[config.mk]
export PLATFORM = sky130hd
export DESIGN_NAME = cbld_fifo
export DESIGN_NICKNAME = d
export VERILOG_FILES = /design/src/cbld_pkg.sv /design/src/cbld_fifo.sv
export SDC_FILE = /design/constraint.sdc
export NUM_CORES = 1
export LEC_CHECK = 0
export BUFFER_PORTS_ARGS = -buffer_cell sky130_fd_sc_hd__clkbuf_2
export CAP_MARGIN = 20
export CORE_MARGIN = 2
export CORE_UTILIZATION = 47
export CTS_CLUSTER_SIZE = 10
export DETAILED_ROUTE_END_ITERATION = 10
export PLACE_DENSITY = 0.76
export SLEW_MARGIN = 20
export SYNTH_ARGS = -nofsm -noshare
export SYNTH_HDL_FRONTEND = slang
export SYNTH_SLANG_ARGS = --single-unit
[constraint.sdc]
create_clock -name clk -period 4.3 [get_ports clk]
set_input_delay 0.215 -clock clk [delete_from_list [all_inputs] [get_ports clk]]
set_output_delay 0.215 -clock clk [all_outputs]
set_load 0.02 [all_outputs]
[src/cbld_pkg.sv]
// Shared types, constants and helpers of the CSR edge builder.
`default_nettype none
package cbld_pkg;
	localparam int NodeAw    = 10;
	localparam int SlotW     = 14;
	localparam int NumW      = 36;
	localparam int DenW      = 13;
	localparam int CostW     = 31;
	localparam int CfgW      = 11;
	localparam int DivSteps  = NumW;
	localparam int DivCntW   = 6;
	localparam logic [CfgW-1:0] MaxNodes = 11'd1024;

	// input command codes
	localparam logic [2:0] CMD_CLEAR  = 3'd0;
	localparam logic [2:0] CMD_COUNT  = 3'd1;
	localparam logic [2:0] CMD_FINISH = 3'd2;
	localparam logic [2:0] CMD_PLACE  = 3'd3;
	localparam logic [2:0] CMD_READ   = 3'd4;

	typedef enum logic [2:0] {
		OP_CLEAR, OP_COUNT, OP_FINISH, OP_PLACE, OP_READ
	} op_t;

	typedef struct packed {
		op_t               op;
		logic [NodeAw-1:0] from_node;
		logic [NodeAw-1:0] to_node;
		logic [11:0]       seg;
		logic [NumW-1:0]   num;
		logic [DenW-1:0]   den;
		logic              fwd_open;
		logic              bwd_open;
	} item_t;

	typedef enum logic [4:0] {
		ST_INIT, ST_IDLE, ST_CLR,
		ST_CNT_RDF, ST_CNT_WRF, ST_CNT_RDT, ST_CNT_WRT,
		ST_FIN_RD, ST_FIN_WR, ST_FIN_END,
		ST_DIV,
		ST_PL_RDF, ST_PL_WRF, ST_PL_OUTF, ST_PL_RDT, ST_PL_WRT, ST_PL_OUTT,
		ST_RD_RD, ST_RD_OUT
	} state_t;

	// 25 * speed, with unknown speed taken as 5 km/h
	function automatic logic [DenW-1:0] speed_den(input logic [7:0] kph);
		logic [DenW-1:0] s;
		s = (kph == 8'd0) ? DenW'(5) : {5'b0, kph};
		return (s << 4) + (s << 3) + s;
	endfunction
endpackage
`default_nettype wire

[src/cbld_fifo.sv]
// Two-entry queue between the front end and the back end.
`default_nettype none
module cbld_fifo (
	input  wire logic            clk,
	input  wire logic            arst_n,
	input  wire logic            push,
	input  wire cbld_pkg::item_t wdata,
	input  wire logic            pop,
	output cbld_pkg::item_t      rdata,
	output logic                 empty,
	output logic                 full
);
	cbld_pkg::item_t ent_q [2];
	logic       wr_q;
	logic       rd_q;
	logic [1:0] cnt_q;

	assign empty = (cnt_q == 2'd0);
	assign full  = (cnt_q == 2'd2);
	assign rdata = ent_q[rd_q];

	// hold entries
	always_ff @(posedge clk) begin
		if (push) begin
			ent_q[wr_q] <= wdata;
		end
	end

	// advance pointers and count
	always_ff @(posedge clk or negedge arst_n) begin
		if (!arst_n) begin
			wr_q  <= 1'b0;
			rd_q  <= 1'b0;
			cnt_q <= 2'd0;
		end else begin
			if (push) wr_q <= ~wr_q;
			if (pop)  rd_q <= ~rd_q;
			cnt_q <= cnt_q + {1'b0, push} - {1'b0, pop};
		end
	end
endmodule
`default_nettype wire

==> results.md <==
- Power Dens Cells: 635 nW/um2
- Endpoints failing setup: 0
- Largest family of logic cells by synthesized area: multiplexers
- Pleak: 0.00360 uW
- Count leader, synth: edfxtp_1
- Total routed wirelength: 12200 um
- Post-synthesis simple-gate area fraction: 0.00345
- Yosys cell types: 13
- MaxCap Viol Count: 0
- Via count: 3579
- Clk buf depth: 2
- Worst skew pair latency: 0.42 ns
- Number of diodes: 0
- CTS tree: built
- Setup bufs post-CTS: 0
- DP Wirelength: 7320 um
- Largest net degree at the start of global routing: 58
- Resized Gates After CTS: 0
- P&R area growth vs syn: 39.4%
- Die X: 122 um
- Fill cells: 903
- Place WS: 2.22 ns
- Post-synth top area share: 0.792
- Multiplexer area fraction after synthesis: 0.166
- Post-Synth XOR/XNOR Area: 0.00633
- Layout Utilization: 0.663
- Initial Util: 0.476
- I/O pins: 178
- Comb power frac: 0.326
- Worst-path fanout max: 40
- First-pass GRT wire length: 18500 um
- DR WL/cell: 16.2 um
- Tcrit/Tclk final: 0.565
- Sequential share of the synthesized area: 0.807
- Worst Clk Skew: 0.00673 ns
- Critical Path AT: 2.22 ns
- P_int: 3950 uW
- Mapped Area: 6520 um2
- Slew Limit Fails: 0
- Post-synth top cells: edfxtp_1, mux2_2, mux2_4
- First-pass iteration count of the detailed router: 4
- Synth Area in Compound Gates: 0
- PnR worst setup slack: 1.87 ns
- Unrepaired setup endpoints after global routing: false
- Leading area contributor after synthesis: edfxtp_1
- Rel. slew slack: 0.469
- Clock power share: 0.259
- Cell count after synthesis: 283
- Critical Path End Type: output port
- Drt via density: 4.74
- Crit path launch type: register
- Final Cell Area: 9090 um2
- Final net count: 654
- Yosys reg bits: 176
- NetSw: 1820 uW
- Core ar.: 13700 um2
- Clock root buffer: clkbuf_16
- Routed Antenna Nets: 0
- Synth Warn #: 0
- TritonCTS buffer count: 17
- Overall Global Routing Usage: 0.168
- Initial antenna violation count: 0
- Crit path time final: 2.43 ns
- Setup TNS: 0 ns
- Number of synthesized flops with an enable pin: 172
- Final Hold Viols: 0
- Die height: 122 um
- Post-CTS Hold Fix Bufs: 88
- Drt drc: 0
- DP Area: 7610 um2
- H-Tree Depth: 4
- Hold Crit Class: input port to register
- Kind of critical path: register to output port
- Adder-Cell Fraction of Synth Area: 0.00384
- Max VDD drop: 453 uV
- Outcome: completed
- CTS sink cnt: 176
- Grt ovf: 0
- Layout cells sized above 1: 0.527
- Sw frac: 0.316
- Slew @ Worst Pin: 0.797 ns
- Most used flip-flop cell after synthesis: edfxtp_1
- Synth area leaders: edfxtp_1, mux2_2, mux2_4
- Sequential share of power: 0.416
- Post-synth ARST share: 0.0227
- Total die area: 14800 um2
- Std cell rows: 43
- Max Fclk: 0.411 GHz
- Clock transition at path regs: 0.07 ns
- Synthesized area per cell: 23.1 um2
- 1st-iter DRT viols: 207
- Port bufs: 177
- Vias in the first global route: 3797
- Critical path required time: 4.09 ns
- Syn Nets: 375
- Placer Congestion: 0.726
cell type report:
cell class              instances  area (um2)  area share
well taps                     180         225      0.0248
clock buffers                  17         425      0.0468
multi-input cells              95        1180       0.130
clock inverters                15         158      0.0173
inverters                       2        7.51    0.000826
flip-flops and latches        176        5270       0.579
repair buffers                270        1830       0.201
placed cells by master (no fill, tap or decap):
cell             n
mux2_4          30
dlygate4sd3_1   88
nor2b_1          1
dfrtp_1          3
xor2_1           2
nor2_1           1
clkbuf_2       177
buf_12           2
clkinv_2         3
and2_4           1
inv_6            5
edfxtp_1       172
inv_1            2
buf_4            3
clkinvlp_4       4
ha_1             2
nor2b_4          1
dfrtp_4          1
xor3_1           1
mux2_2          56
bufinv_16        2
clkinv_4         1
clkbuf_16       17
per-layer routing:
layer  share of wire  up-vias  GRT usage
met1            0.37     1738      0.185
met4           0.022        0     0.0726
met2            0.55      137      0.300
met5               0        -          0
li1                -     1684          -
met3           0.061       20     0.0520
path summary, 6_finish.rpt:
kind                         from          end  cells after the start  slack [ns]
max in group asynchronous  arst_n         rd_q                      2        4.01
hold / removal               push         wr_q                      2        0.06
setup / recovery             rd_q    rdata[85]                      3        1.87
hold reg to reg              wr_q         wr_q                      1        0.55
min in group asynchronous  arst_n         wr_q                      2        0.14
setup reg to reg             wr_q  ent_q[1][2]                      2        2.29
logic make-up (layout without fill, tap and decap cells):
kind of cell / Yosys count / after routing
flops: 176 / 176
mux: 86 / 86
buf+inv: 12 / 304
simple gates: 4 / 4
xor+xnor: 3 / 3
fa+ha+maj: 2 / 2
through the flow:
stage	std cells	total power [uW]	hold WS (ns)
floorplan	283	3750	-0.0806
finish	755	5780	0.0560
CTS	754	5810	0.0259
detailed placement	634	4260	0.0311
global route	755	6030	0.0536
global placement	634	4210	0.0235
power groups by stage:
| stage | logic [uW] | clock network [uW] | registers, uW |
|---|---|---|---|
| global route | 2010 | 1600 | 2430 |
| CTS | 1880 | 1520 | 2410 |
| finish | 1880 | 1490 | 2400 |
| floorplan | 1360 | 0 | 2390 |
| detailed placement | 1820 | 0 | 2440 |
| global placement | 1790 | 0 | 2420 |
critical path, cell delays in order (launching register included):
cell and delay, ns:
dfrtp_4 0.61, buf_4 0.58, mux2_2 0.41, clkbuf_2 0.15
registers in the layout (all words and copies together), names as in the netlist:
| signal | flops |
|---|---|
| wr_q | 1 |
| rd_q | 1 |
| cnt_q | 2 |
| ent_q | 172 |
No activity file was read; power rests on OpenSTA's default activity.
