**src/cbld_pkg.sv**
```systemverilog
// Shared types, constants and helpers of the CSR edge builder.
`default_nettype none
package cbld_pkg;
	localparam int NodeAw    = 10;
	localparam int SlotW     = 14;
	localparam int NumW      = 36;
	localparam int DenW      = 13;
	localparam int CostW     = 31;
	localparam int CfgW      = 11;
	localparam int DivSteps  = NumW;
	localparam int DivCntW   = 6;
	localparam logic [CfgW-1:0] MaxNodes = 11'd1024;

	// input command codes
	localparam logic [2:0] CMD_CLEAR  = 3'd0;
	localparam logic [2:0] CMD_COUNT  = 3'd1;
	localparam logic [2:0] CMD_FINISH = 3'd2;
	localparam logic [2:0] CMD_PLACE  = 3'd3;
	localparam logic [2:0] CMD_READ   = 3'd4;

	typedef enum logic [2:0] {
		OP_CLEAR, OP_COUNT, OP_FINISH, OP_PLACE, OP_READ
	} op_t;

	typedef struct packed {
		op_t               op;
		logic [NodeAw-1:0] from_node;
		logic [NodeAw-1:0] to_node;
		logic [11:0]       seg;
		logic [NumW-1:0]   num;
		logic [DenW-1:0]   den;
		logic              fwd_open;
		logic              bwd_open;
	} item_t;

	typedef enum logic [4:0] {
		ST_INIT, ST_IDLE, ST_CLR,
		ST_CNT_RDF, ST_CNT_WRF, ST_CNT_RDT, ST_CNT_WRT,
		ST_FIN_RD, ST_FIN_WR, ST_FIN_END,
		ST_DIV,
		ST_PL_RDF, ST_PL_WRF, ST_PL_OUTF, ST_PL_RDT, ST_PL_WRT, ST_PL_OUTT,
		ST_RD_RD, ST_RD_OUT
	} state_t;

	// 25 * speed, with unknown speed taken as 5 km/h
	function automatic logic [DenW-1:0] speed_den(input logic [7:0] kph);
		logic [DenW-1:0] s;
		s = (kph == 8'd0) ? DenW'(5) : {5'b0, kph};
		return (s << 4) + (s << 3) + s;
	endfunction
endpackage
`default_nettype wire

```
**src/cbld_front.sv**
```systemverilog
// Front end: accept commands, classify them and build queue entries.
`default_nettype none
module cbld_front (
	input  wire logic                in_valid,
	output logic                     in_stall,
	input  wire logic [2:0]          command,
	input  wire logic [9:0]          from_node,
	input  wire logic [9:0]          to_node,
	input  wire logic [11:0]         segment_index,
	input  wire logic [31:0]         length_cm,
	input  wire logic [7:0]          free_flow_kph,
	input  wire logic [7:0]          route_class,
	input  wire logic [7:0]          access_mask,
	input  wire logic                oneway_forward,
	input  wire logic                oneway_backward,
	input  wire logic                q_full,
	input  wire logic                busy,
	output logic                     push,
	output cbld_pkg::item_t          item
);
	logic routable;
	logic keep;
	logic [cbld_pkg::NumW-1:0] len_ext;

	assign in_stall = q_full | busy;
	assign routable = (route_class != 8'd0) && (access_mask != 8'd0);
	assign len_ext  = {4'b0, length_cm};

	// classify; drop commands that leave no trace
	always_comb begin
		item.from_node = from_node;
		item.to_node   = to_node;
		item.seg       = segment_index;
		item.num       = (len_ext << 3) + len_ext;
		item.den       = cbld_pkg::speed_den(free_flow_kph);
		item.fwd_open  = ~oneway_backward;
		item.bwd_open  = ~oneway_forward;
		item.op        = cbld_pkg::OP_CLEAR;
		keep           = 1'b0;
		unique case (command)
			cbld_pkg::CMD_CLEAR: begin
				keep = 1'b1;
			end
			cbld_pkg::CMD_COUNT: begin
				item.op = cbld_pkg::OP_COUNT;
				keep    = routable & (~oneway_backward | ~oneway_forward);
			end
			cbld_pkg::CMD_FINISH: begin
				item.op = cbld_pkg::OP_FINISH;
				keep    = 1'b1;
			end
			cbld_pkg::CMD_PLACE: begin
				item.op = cbld_pkg::OP_PLACE;
				keep    = routable & (~oneway_backward | ~oneway_forward);
			end
			cbld_pkg::CMD_READ: begin
				item.op = cbld_pkg::OP_READ;
				keep    = 1'b1;
			end
			default: begin
				keep = 1'b0;
			end
		endcase
	end

	assign push = in_valid & ~in_stall & keep;
endmodule
`default_nettype wire

```
**config.mk**
```make
export PLATFORM = sky130hd
export DESIGN_NAME = cbld_front
export DESIGN_NICKNAME = d
export VERILOG_FILES = /design/src/cbld_pkg.sv /design/src/cbld_front.sv
export SDC_FILE = /design/constraint.sdc
export NUM_CORES = 1
export LEC_CHECK = 0
export BUFFER_PORTS_ARGS = -buffer_cell sky130_fd_sc_hd__clkbuf_2
export CORE_MARGIN = 2
export CORE_UTILIZATION = 39
export DETAILED_ROUTE_END_ITERATION = 10
export PLACE_DENSITY = 0.83
export SKIP_LAST_GASP = 1
export SYNTH_ARGS = -nofsm -noshare
export SYNTH_HDL_FRONTEND = slang
export SYNTH_SLANG_ARGS = --single-unit
```
**constraint.sdc**
```tcl
create_clock -name vclk -period 4.1
set_clock_uncertainty 0.15 [all_clocks]
set_input_delay 0.82 -clock vclk [all_inputs]
set_output_delay 0.82 -clock vclk [all_outputs]
set_load 0.05 [all_outputs]
```
==> insert_results.sql, run 1 <==
INSERT INTO impl_metrics (metric_group, metric, value, unit) VALUES
('outcome', 'status', 'finished with violations', ''),
('outcome', 'violations', 'negative setup slack', ''),
('die', 'floorplan.initialDensity', '41.0', '%'),
('min_path', 'hp_start', 'to_node[0]', ''),
('layout', 'layout.clock_buffers', '0', ''),
('timing', 'timing.final.hold_violations', '0', ''),
('die', 'floorplan.io_pins', '184', ''),
('place', 'placedCellCount', '533', ''),
('critical_path', 'max_fo_critical_path', '4', ''),
('place', 'routabilityCongestion', '0.872', ''),
('pwr', 'powerDensity', '294', 'nW/um^2'),
('layout', 'post_route_cells_drive_above_1_share', '55.6', '%'),
('layout', 'antenna-diode-count', '0', ''),
('layout', 'final_cell_count_no_fill', '546', ''),
('synthesis', 'synth.area.mux_share', '0.407', '%'),
('die', 'horizontal_die_dimension', '83.4', 'um'),
('routing', 'drt_wl_total', '8660', 'um'),
('place', 'portBuffers', '120', ''),
('pwr', 'p_leak', '2.07', 'nW'),
('die', 'die_height', '83.4', 'um'),
('timing', 'grt_setup_unrepaired', 'true', ''),
('routing', 'antenna_violating_nets_post_route', '0', ''),
('min_path', 'whs_endpoint', 'item[63]', ''),
('layout', 'numSequentialCells', '0', ''),
('min_path', 'hp-class', 'input port to primary output', ''),
('timing', 'tcrit_tclk_final', '109', '%'),
('layout', 'area_growth_syn_to_layout', '65.0', '%'),
('critical_path', 'timing_worst_setup_path_type', 'input port to primary output', ''),
('die', 'core_area', '5990', 'um^2'),
('timing', 'min_period', '4.45', 'ns'),
('timing', 'timing_worst_slew_pin_value', '0.376', 'ns'),
('timing', 'fmax', '0.225', 'GHz'),
('global_routing', 'grtUsageTotal', '20.9', '%'),
('synthesis', 'synth_simple_gate_area_share', '17.5', '%'),
('layout', 'fill_cells', '473', ''),
('timing', 'report.final.slew_viol_count', '0', ''),
('synthesis', 'synth_fa_ha_area_share', '25.6', '%'),
('layout', 'final_cell_mix', 'sky130_fd_sc_hd__clkbuf_2, sky130_fd_sc_hd__buf_4, sky130_fd_sc_hd__ha_1', ''),
('global_routing', 'gr-total-overflow', '0', ''),
('clock_tree', 'post_cts_hold_buffer_count', '0', ''),
('layout', 'design.final.nets', '618', ''),
('routing', 'avgViaCountPerCell', '5.44', ''),
('run', 'max_cap_viol_count', '0', ''),
('synthesis', 'syn-instance-count', '333', ''),
('timing', 'finalWorstSetupSlack', '-0.351', 'ns'),
('layout', 'layout.area.seq', '0', 'um^2'),
('synthesis', 'synth.lib_cells_used.distinct', '49', ''),
('die', 'die-area', '6950', 'um^2'),
('synthesis', 'synth_area_per_cell', '7.38', 'um^2'),
('routing', 'detail_route.iter0.violations', '109', ''),
('global_routing', 'number_of_global_route_vias_before_repair', '2875', ''),
('synthesis', 'syn_area', '2460', 'um^2'),
('critical_path', 'critical_path.startpoint_type', 'input port', ''),
('routing', 'detailedRoute.firstPassIterationCount', '4', ''),
('layout', 'post-route-cell-area', '4050', 'um^2'),
('timing', 'slew_headroom', '74.9', '%'),
('critical_path', 'crit_arrival', '3.48', 'ns'),
('global_routing', 'grt_pass1_wl', '12600', 'um'),
('routing', 'via_count', '2968', ''),
('min_path', 'worst_hold_path.num_cells', '0', ''),
('synthesis', 'synth_seq_area_share', '0', '%'),
('routing', 'post-route-drc-count', '0', ''),
('place', 'hpwl', '6450', 'um'),
('synthesis', 'synth.area.top_cells', 'sky130_fd_sc_hd__ha_1, sky130_fd_sc_hd__buf_4, sky130_fd_sc_hd__xor2_1, sky130_fd_sc_hd__a21o_1, sky130_fd_sc_hd__a21oi_1', ''),
('routing', 'post_drt_wl_per_cell', '15.9', 'um'),
('synthesis', 'post-synth-top-area-cell', 'sky130_fd_sc_hd__ha_1', ''),
('critical_path', 'nature_of_the_critical_path_endpoint', 'primary output', ''),
('synthesis', 'synth_compound_gate_area_share', '29.9', '%'),
('global_routing', 'antenna_found_initial', '0', ''),
('synthesis', 'post_synth_xor_area_fraction', '12.1', '%'),
('timing', 'setup_violations', '6', ''),
('global_routing', 'grt_max_degree', '8', ''),
('die', 'row_count', '28', ''),
('place', 'detailed_place.area', '3440', 'um^2'),
('critical_path', 'critPathRequiredTime', '3.13', 'ns'),
('pwr', 'vdd_ir_drop_max', '0.000311', 'V'),
('synthesis', 'synth_top_cell_area_share', '23.9', '%'),
('synthesis', 'synth_warnings', '0', ''),
('layout', 'mostFrequentLayoutCell', 'sky130_fd_sc_hd__clkbuf_2', ''),
('synthesis', 'synth_top_family_by_area', 'compound AO/OA/AOI/OAI gates', ''),
('synthesis', 'syn_nets', '478', '');
## synthesized netlist by cell type, types with 2 or more instances
cell type and number:
sky130_fd_sc_hd__o21bai_1 5, sky130_fd_sc_hd__a21o_1 19, sky130_fd_sc_hd__o21ai_0 10, sky130_fd_sc_hd__nor3_1 5
sky130_fd_sc_hd__xnor2_1 16, sky130_fd_sc_hd__o21a_1 2, sky130_fd_sc_hd__nor3b_1 2, sky130_fd_sc_hd__a211oi_2 3
sky130_fd_sc_hd__nand2_1 29, sky130_fd_sc_hd__a31oi_1 4, sky130_fd_sc_hd__nand2b_1 3, sky130_fd_sc_hd__buf_4 35
sky130_fd_sc_hd__a211oi_1 2, sky130_fd_sc_hd__and3_1 2, sky130_fd_sc_hd__and2_1 6, sky130_fd_sc_hd__or2_2 3
sky130_fd_sc_hd__clkbuf_1 5, sky130_fd_sc_hd__xor2_1 18, sky130_fd_sc_hd__fa_1 2, sky130_fd_sc_hd__nor4_1 4
sky130_fd_sc_hd__inv_1 20, sky130_fd_sc_hd__ha_1 47, sky130_fd_sc_hd__a21oi_2 2, sky130_fd_sc_hd__nand4_1 2
sky130_fd_sc_hd__nand3_1 5, sky130_fd_sc_hd__nor2_1 28, sky130_fd_sc_hd__a211o_1 2, sky130_fd_sc_hd__a21oi_1 28
sky130_fd_sc_hd__nor2b_1 4
## layout make-up
type | instances | area, um^2 | area share, %
inverters | 20 | 82.6 | 2.04
multi-input cells | 273 | 2640 | 65.0
repair buffers | 178 | 1240 | 30.6
well taps | 75 | 93.8 | 2.31
## layer usage
| layer | vias up | routed length, um | GRT usage (%) |
|---|---|---|---|
| met5 | - | 0 | 0 |
| met4 | 0 | 193 | 4.32 |
| met3 | 20 | 526 | 2.29 |
| met2 | 134 | 4830 | 42.7 |
| met1 | 1384 | 3100 | 22.6 |
| li1 | 1430 | - | - |
## stage by stage
stage	setup WS (ns)	TNS, ns	hold slack [ns]	util [%]	power [mW]
5_1_grt	-0.478	-2.07	1.49	67.7	1.25
2_1_floorplan	-0.328	-1.30	1.66	-	0.803
6_report	-0.351	-1.15	1.49	67.7	1.19
4_1_cts	-0.377	-1.48	1.49	61.0	1.09
3_5_place_dp	-0.590	-2.49	1.49	57.4	1.02
3_3_place_gp	-0.420	-1.66	1.49	57.4	1.00
## where the power goes
part / switching [mW] / internal, mW
clock network: 0 / 0
logic: 0.724 / 0.467
registers: 0 / 0
total: 0.724 / 0.467
## what timing repair did
action,CTS,global route
endpoints found under the setup margin,15,19
gates resized for setup,33,86
setup buffers,10,7
pin swaps,22,44
## logic make-up (layout without fill, tap and decap cells)
logic type | Yosys count | count (layout)
simple gates | 93 | 93
compound gates | 96 | 96
xor+xnor | 34 | 34
mux | 1 | 1
buf+inv | 60 | 198
fa+ha+maj | 49 | 49
## critical path, cell delays in order
cell	delay [ns]
sky130_fd_sc_hd__buf_6	0.10
sky130_fd_sc_hd__inv_4	0.05
sky130_fd_sc_hd__ha_4	0.13
sky130_fd_sc_hd__nand4_1	0.21
sky130_fd_sc_hd__buf_4	0.23
sky130_fd_sc_hd__nand2b_4	0.07
sky130_fd_sc_hd__nor2_2	0.04
sky130_fd_sc_hd__a21oi_2	0.15
sky130_fd_sc_hd__ha_4	0.23
sky130_fd_sc_hd__ha_4	0.20
sky130_fd_sc_hd__a21o_1	0.18
sky130_fd_sc_hd__a21oi_4	0.12
sky130_fd_sc_hd__o21bai_1	0.09
sky130_fd_sc_hd__a21oi_2	0.15
sky130_fd_sc_hd__o21bai_1	0.10
sky130_fd_sc_hd__a21oi_2	0.27
sky130_fd_sc_hd__xnor2_4	0.16
sky130_fd_sc_hd__buf_8	0.16
## worst max-delay path by stage
stage / from / endpoint / slack (ns) / cells after the start
2_1_floorplan: free_flow_kph[6] / item[12] / -0.33 / 15
3_3_place_gp: free_flow_kph[6] / item[13] / -0.42 / 18
3_5_place_dp: free_flow_kph[6] / item[13] / -0.59 / 18
4_1_cts: free_flow_kph[6] / item[13] / -0.38 / 18
5_1_grt: free_flow_kph[4] / item[13] / -0.48 / 18
6_report: free_flow_kph[4] / item[13] / -0.35 / 18
Note: power is estimated with default switching activity, not from simulation.
==> run 2: changes to the inputs <==
--- a/config.mk
+++ b/config.mk
@@ -5,11 +5,13 @@
 export SDC_FILE = /design/constraint.sdc
 export NUM_CORES = 1
 export LEC_CHECK = 0
+export ABC_AREA = 1
 export BUFFER_PORTS_ARGS = -buffer_cell sky130_fd_sc_hd__clkbuf_2
 export CORE_MARGIN = 2
-export CORE_UTILIZATION = 39
+export CORE_UTILIZATION = 43
 export DETAILED_ROUTE_END_ITERATION = 10
 export PLACE_DENSITY = 0.83
+export RECOVER_POWER = 50
 export SKIP_LAST_GASP = 1
 export SYNTH_ARGS = -nofsm -noshare
 export SYNTH_HDL_FRONTEND = slang
==> insert_results.sql, run 2 <==
INSERT INTO impl_metrics (metric_group, metric, value, unit) VALUES
('outcome', 'status', 'finished with violations', ''),
('outcome', 'violations', 'negative setup slack', ''),
('layout', 'layout.area.seq', '0', 'um^2'),
('pwr', 'power.combinational.fraction', '100.0', '%'),
('global_routing', 'number_of_global_route_vias_before_repair', '3728', ''),
('layout', 'design.final.nets', '887', ''),
('critical_path', 'max_fo_critical_path', '5', ''),
('pwr', 'netSwitchingFraction', '67.7', '%'),
('place', 'hpwl', '8140', 'um'),
('layout', 'numSequentialCells', '0', ''),
('routing', 'post-route-drc-count', '0', ''),
('timing', 'tcrit_tclk_final', '102', '%'),
('timing', 'min_period', '4.17', 'ns'),
('layout', 'layout.clock_buffers', '0', ''),
('pwr', 'switching_power_total', '0.717', 'mW'),
('synthesis', 'syn_area', '3300', 'um^2'),
('synthesis', 'synth.lib_cells_used.distinct', '27', ''),
('layout', 'area_growth_syn_to_layout', '31.4', '%'),
('timing', 'finalWorstSetupSlack', '-0.0673', 'ns'),
('layout', 'antenna-diode-count', '0', ''),
('routing', 'antenna_violating_nets_post_route', '0', ''),
('timing', 'slew_headroom', '59.7', '%'),
('routing', 'detailedRoute.firstPassIterationCount', '4', ''),
('timing', 'setup_violations', '2', ''),
('timing', 'grt_setup_unrepaired', 'true', ''),
('routing', 'post_drt_wl_per_cell', '11.1', 'um'),
('synthesis', 'synth_top_cell_area_share', '26.9', '%'),
('layout', 'final_cell_mix', 'sky130_fd_sc_hd__nand2_1, sky130_fd_sc_hd__inv_1, sky130_fd_sc_hd__clkbuf_2', ''),
('timing', 'timing.final.hold_violations', '0', ''),
('synthesis', 'synth.area.mux_share', '0', '%'),
('synthesis', 'synth_warnings', '0', ''),
('global_routing', 'grt_pass1_wl', '15500', 'um'),
('min_path', 'hp_start', 'segment_index[9]', ''),
('pwr', 'p_int', '0.342', 'mW'),
('critical_path', 'nature_of_the_critical_path_endpoint', 'primary output', ''),
('pwr', 'vdd_ir_drop_max', '0.000205', 'V'),
('global_routing', 'gr-total-overflow', '0', ''),
('layout', 'mostFrequentLayoutCell', 'sky130_fd_sc_hd__nand2_1', ''),
('critical_path', 'critPathRequiredTime', '3.13', 'ns'),
('layout', 'post_route_cells_drive_above_1_share', '27.8', '%'),
('global_routing', 'grtUsageTotal', '21.2', '%'),
('layout', 'fill_cells', '702', ''),
('synthesis', 'syn_nets', '778', ''),
('synthesis', 'synth.area.top_cells', 'sky130_fd_sc_hd__nand2_1, sky130_fd_sc_hd__ha_1, sky130_fd_sc_hd__inv_1, sky130_fd_sc_hd__buf_4, sky130_fd_sc_hd__xor2_1', ''),
('die', 'die_height', '91.6', 'um'),
('routing', 'avgViaCountPerCell', '4.66', ''),
('timing', 'final_hold_slack', '1.49', 'ns'),
('die', 'floorplan.io_pins', '184', ''),
('timing', 'fmax', '0.240', 'GHz'),
('synthesis', 'post_synth_xor_area_fraction', '5.84', '%'),
('synthesis', 'synth_top_family_by_area', 'simple AND/OR/NAND/NOR gates', ''),
('synthesis', 'post-synth-top-area-cell', 'sky130_fd_sc_hd__nand2_1', ''),
('pwr', 'p_leak', '2.83', 'nW'),
('pwr', 'powerDensity', '244', 'nW/um^2'),
('pwr', 'sequential_power_share', '0', '%'),
('synthesis', 'synth_compound_gate_area_share', '6.15', '%'),
('synthesis', 'synth_area_per_cell', '5.21', 'um^2'),
('die', 'die-area', '8390', 'um^2'),
('synthesis', 'synth_simple_gate_area_share', '44.8', '%'),
('pwr', 'share_clk_of_total_power', '0', '%'),
('synthesis', 'yosysMostFrequentCell', 'sky130_fd_sc_hd__nand2_1', ''),
('critical_path', 'timing_worst_setup_path_type', 'input port to primary output', ''),
('die', 'core_area', '7330', 'um^2'),
('synthesis', 'synth_fa_ha_area_share', '19.0', '%'),
('layout', 'post-route-cell-area', '4330', 'um^2'),
('run', 'max_cap_viol_count', '0', ''),
('routing', 'detail_route.iter0.violations', '180', ''),
('min_path', 'hp-class', 'input port to primary output', ''),
('timing', 'report.final.slew_viol_count', '0', ''),
('place', 'routabilityCongestion', '0.956', ''),
('die', 'horizontal_die_dimension', '91.6', 'um'),
('routing', 'via_count', '3912', ''),
('critical_path', 'crit_arrival', '3.20', 'ns'),
('die', 'row_count', '31', ''),
('critical_path', 'critical_path.startpoint', 'free_flow_kph[7]', ''),
('routing', 'drt_wl_total', '9320', 'um'),
('synthesis', 'synth_seq_area_share', '0', '%'),
('synthesis', 'ys_top_cells_by_count', 'sky130_fd_sc_hd__nand2_1, sky130_fd_sc_hd__inv_1, sky130_fd_sc_hd__ha_1, sky130_fd_sc_hd__nor2_1, sky130_fd_sc_hd__buf_4', ''),
('critical_path', 'critical_path.startpoint_type', 'input port', ''),
('die', 'floorplan.initialDensity', '45.0', '%'),
('synthesis', 'syn-instance-count', '633', ''),
('global_routing', 'grt_max_degree', '8', ''),
('place', 'portBuffers', '120', ''),
('global_routing', 'antenna_found_initial', '0', ''),
('place', 'detailed_place.area', '4070', 'um^2'),
('timing', 'timing_worst_slew_pin_value', '0.607', 'ns'),
('pwr', 'finalPower', '1.06', 'mW');
[run 2: cells by family (layout without fill, tap and decap cells)]
group	after synthesis	count (layout)
fa+ha+maj	49	49
buf+inv	177	284
compound gates	36	36
xor+xnor	22	22
simple gates	349	349
[run 2: area by class of cell]
| cell class | count | area [um^2] | area share [%] |
|---|---|---|---|
| Tap cell | 99 | 124 | 2.86 |
| Multi-Input combinational cell | 456 | 2750 | 63.5 |
| Timing Repair Buffer | 144 | 898 | 20.7 |
| Inverter | 140 | 558 | 12.9 |
[run 2: power by group through the flow]
stage | Clock, mW | Combinational, mW | Sequential, mW
2_1_floorplan | 0 | 0.817 | 0
3_3_place_gp | 0 | 0.959 | 0
3_5_place_dp | 0 | 0.971 | 0
4_1_cts | 0 | 1.01 | 0
5_1_grt | 0 | 1.14 | 0
6_report | 0 | 1.06 | 0
[run 2: worst max-delay path, cell delays in order]
cell and delay, ns:
sky130_fd_sc_hd__clkbuf_16 0.11, sky130_fd_sc_hd__inv_8 0.03, sky130_fd_sc_hd__ha_4 0.14, sky130_fd_sc_hd__nand4_1 0.07
sky130_fd_sc_hd__buf_6 0.13, sky130_fd_sc_hd__nand2_4 0.05, sky130_fd_sc_hd__xor2_1 0.14, sky130_fd_sc_hd__ha_1 0.29
sky130_fd_sc_hd__ha_2 0.18, sky130_fd_sc_hd__inv_2 0.04, sky130_fd_sc_hd__fa_2 0.41, sky130_fd_sc_hd__o21ai_4 0.15
sky130_fd_sc_hd__nand2_1 0.06, sky130_fd_sc_hd__nand2_1 0.08, sky130_fd_sc_hd__nand2_2 0.07, sky130_fd_sc_hd__nand2_4 0.10
sky130_fd_sc_hd__xor2_4 0.16, sky130_fd_sc_hd__buf_8 0.16
[run 2: through the flow]
stage	setup slack, ns	std cells	setup TNS (ns)	util (%)
6_report	-0.0673	839	-0.0969	59.1
5_1_grt	-0.231	839	-0.504	59.1
4_1_cts	-0.0646	835	-0.121	57.4
3_5_place_dp	-0.285	832	-0.910	55.5
3_3_place_gp	-0.246	832	-0.700	55.5
2_1_floorplan	-0.236	633	-0.764	-
[run 2: final timing paths]
path / end / slack (ns) / cells after the start
max: item[12] / -0.07 / 18
min: item[60] / 1.49 / 0
[run 2: layer usage]
| layer | wire length [um] | GRT usage (%) | up-vias |
|---|---|---|---|
| met5 | 0 | 0 | - |
| met4 | 131 | 4.29 | 0 |
| met3 | 503 | 1.91 | 20 |
| met2 | 4680 | 38.5 | 91 |
| met1 | 4000 | 27.0 | 1701 |
| li1 | - | - | 2100 |
[run 2: timing repair]
item | CTS | global route
setup endpoints to repair | 6 | 7
pin swaps | 11 | 11
buffers inserted | 3 | 4
resized for setup | 20 | 31
hold buffers | 0 | 0
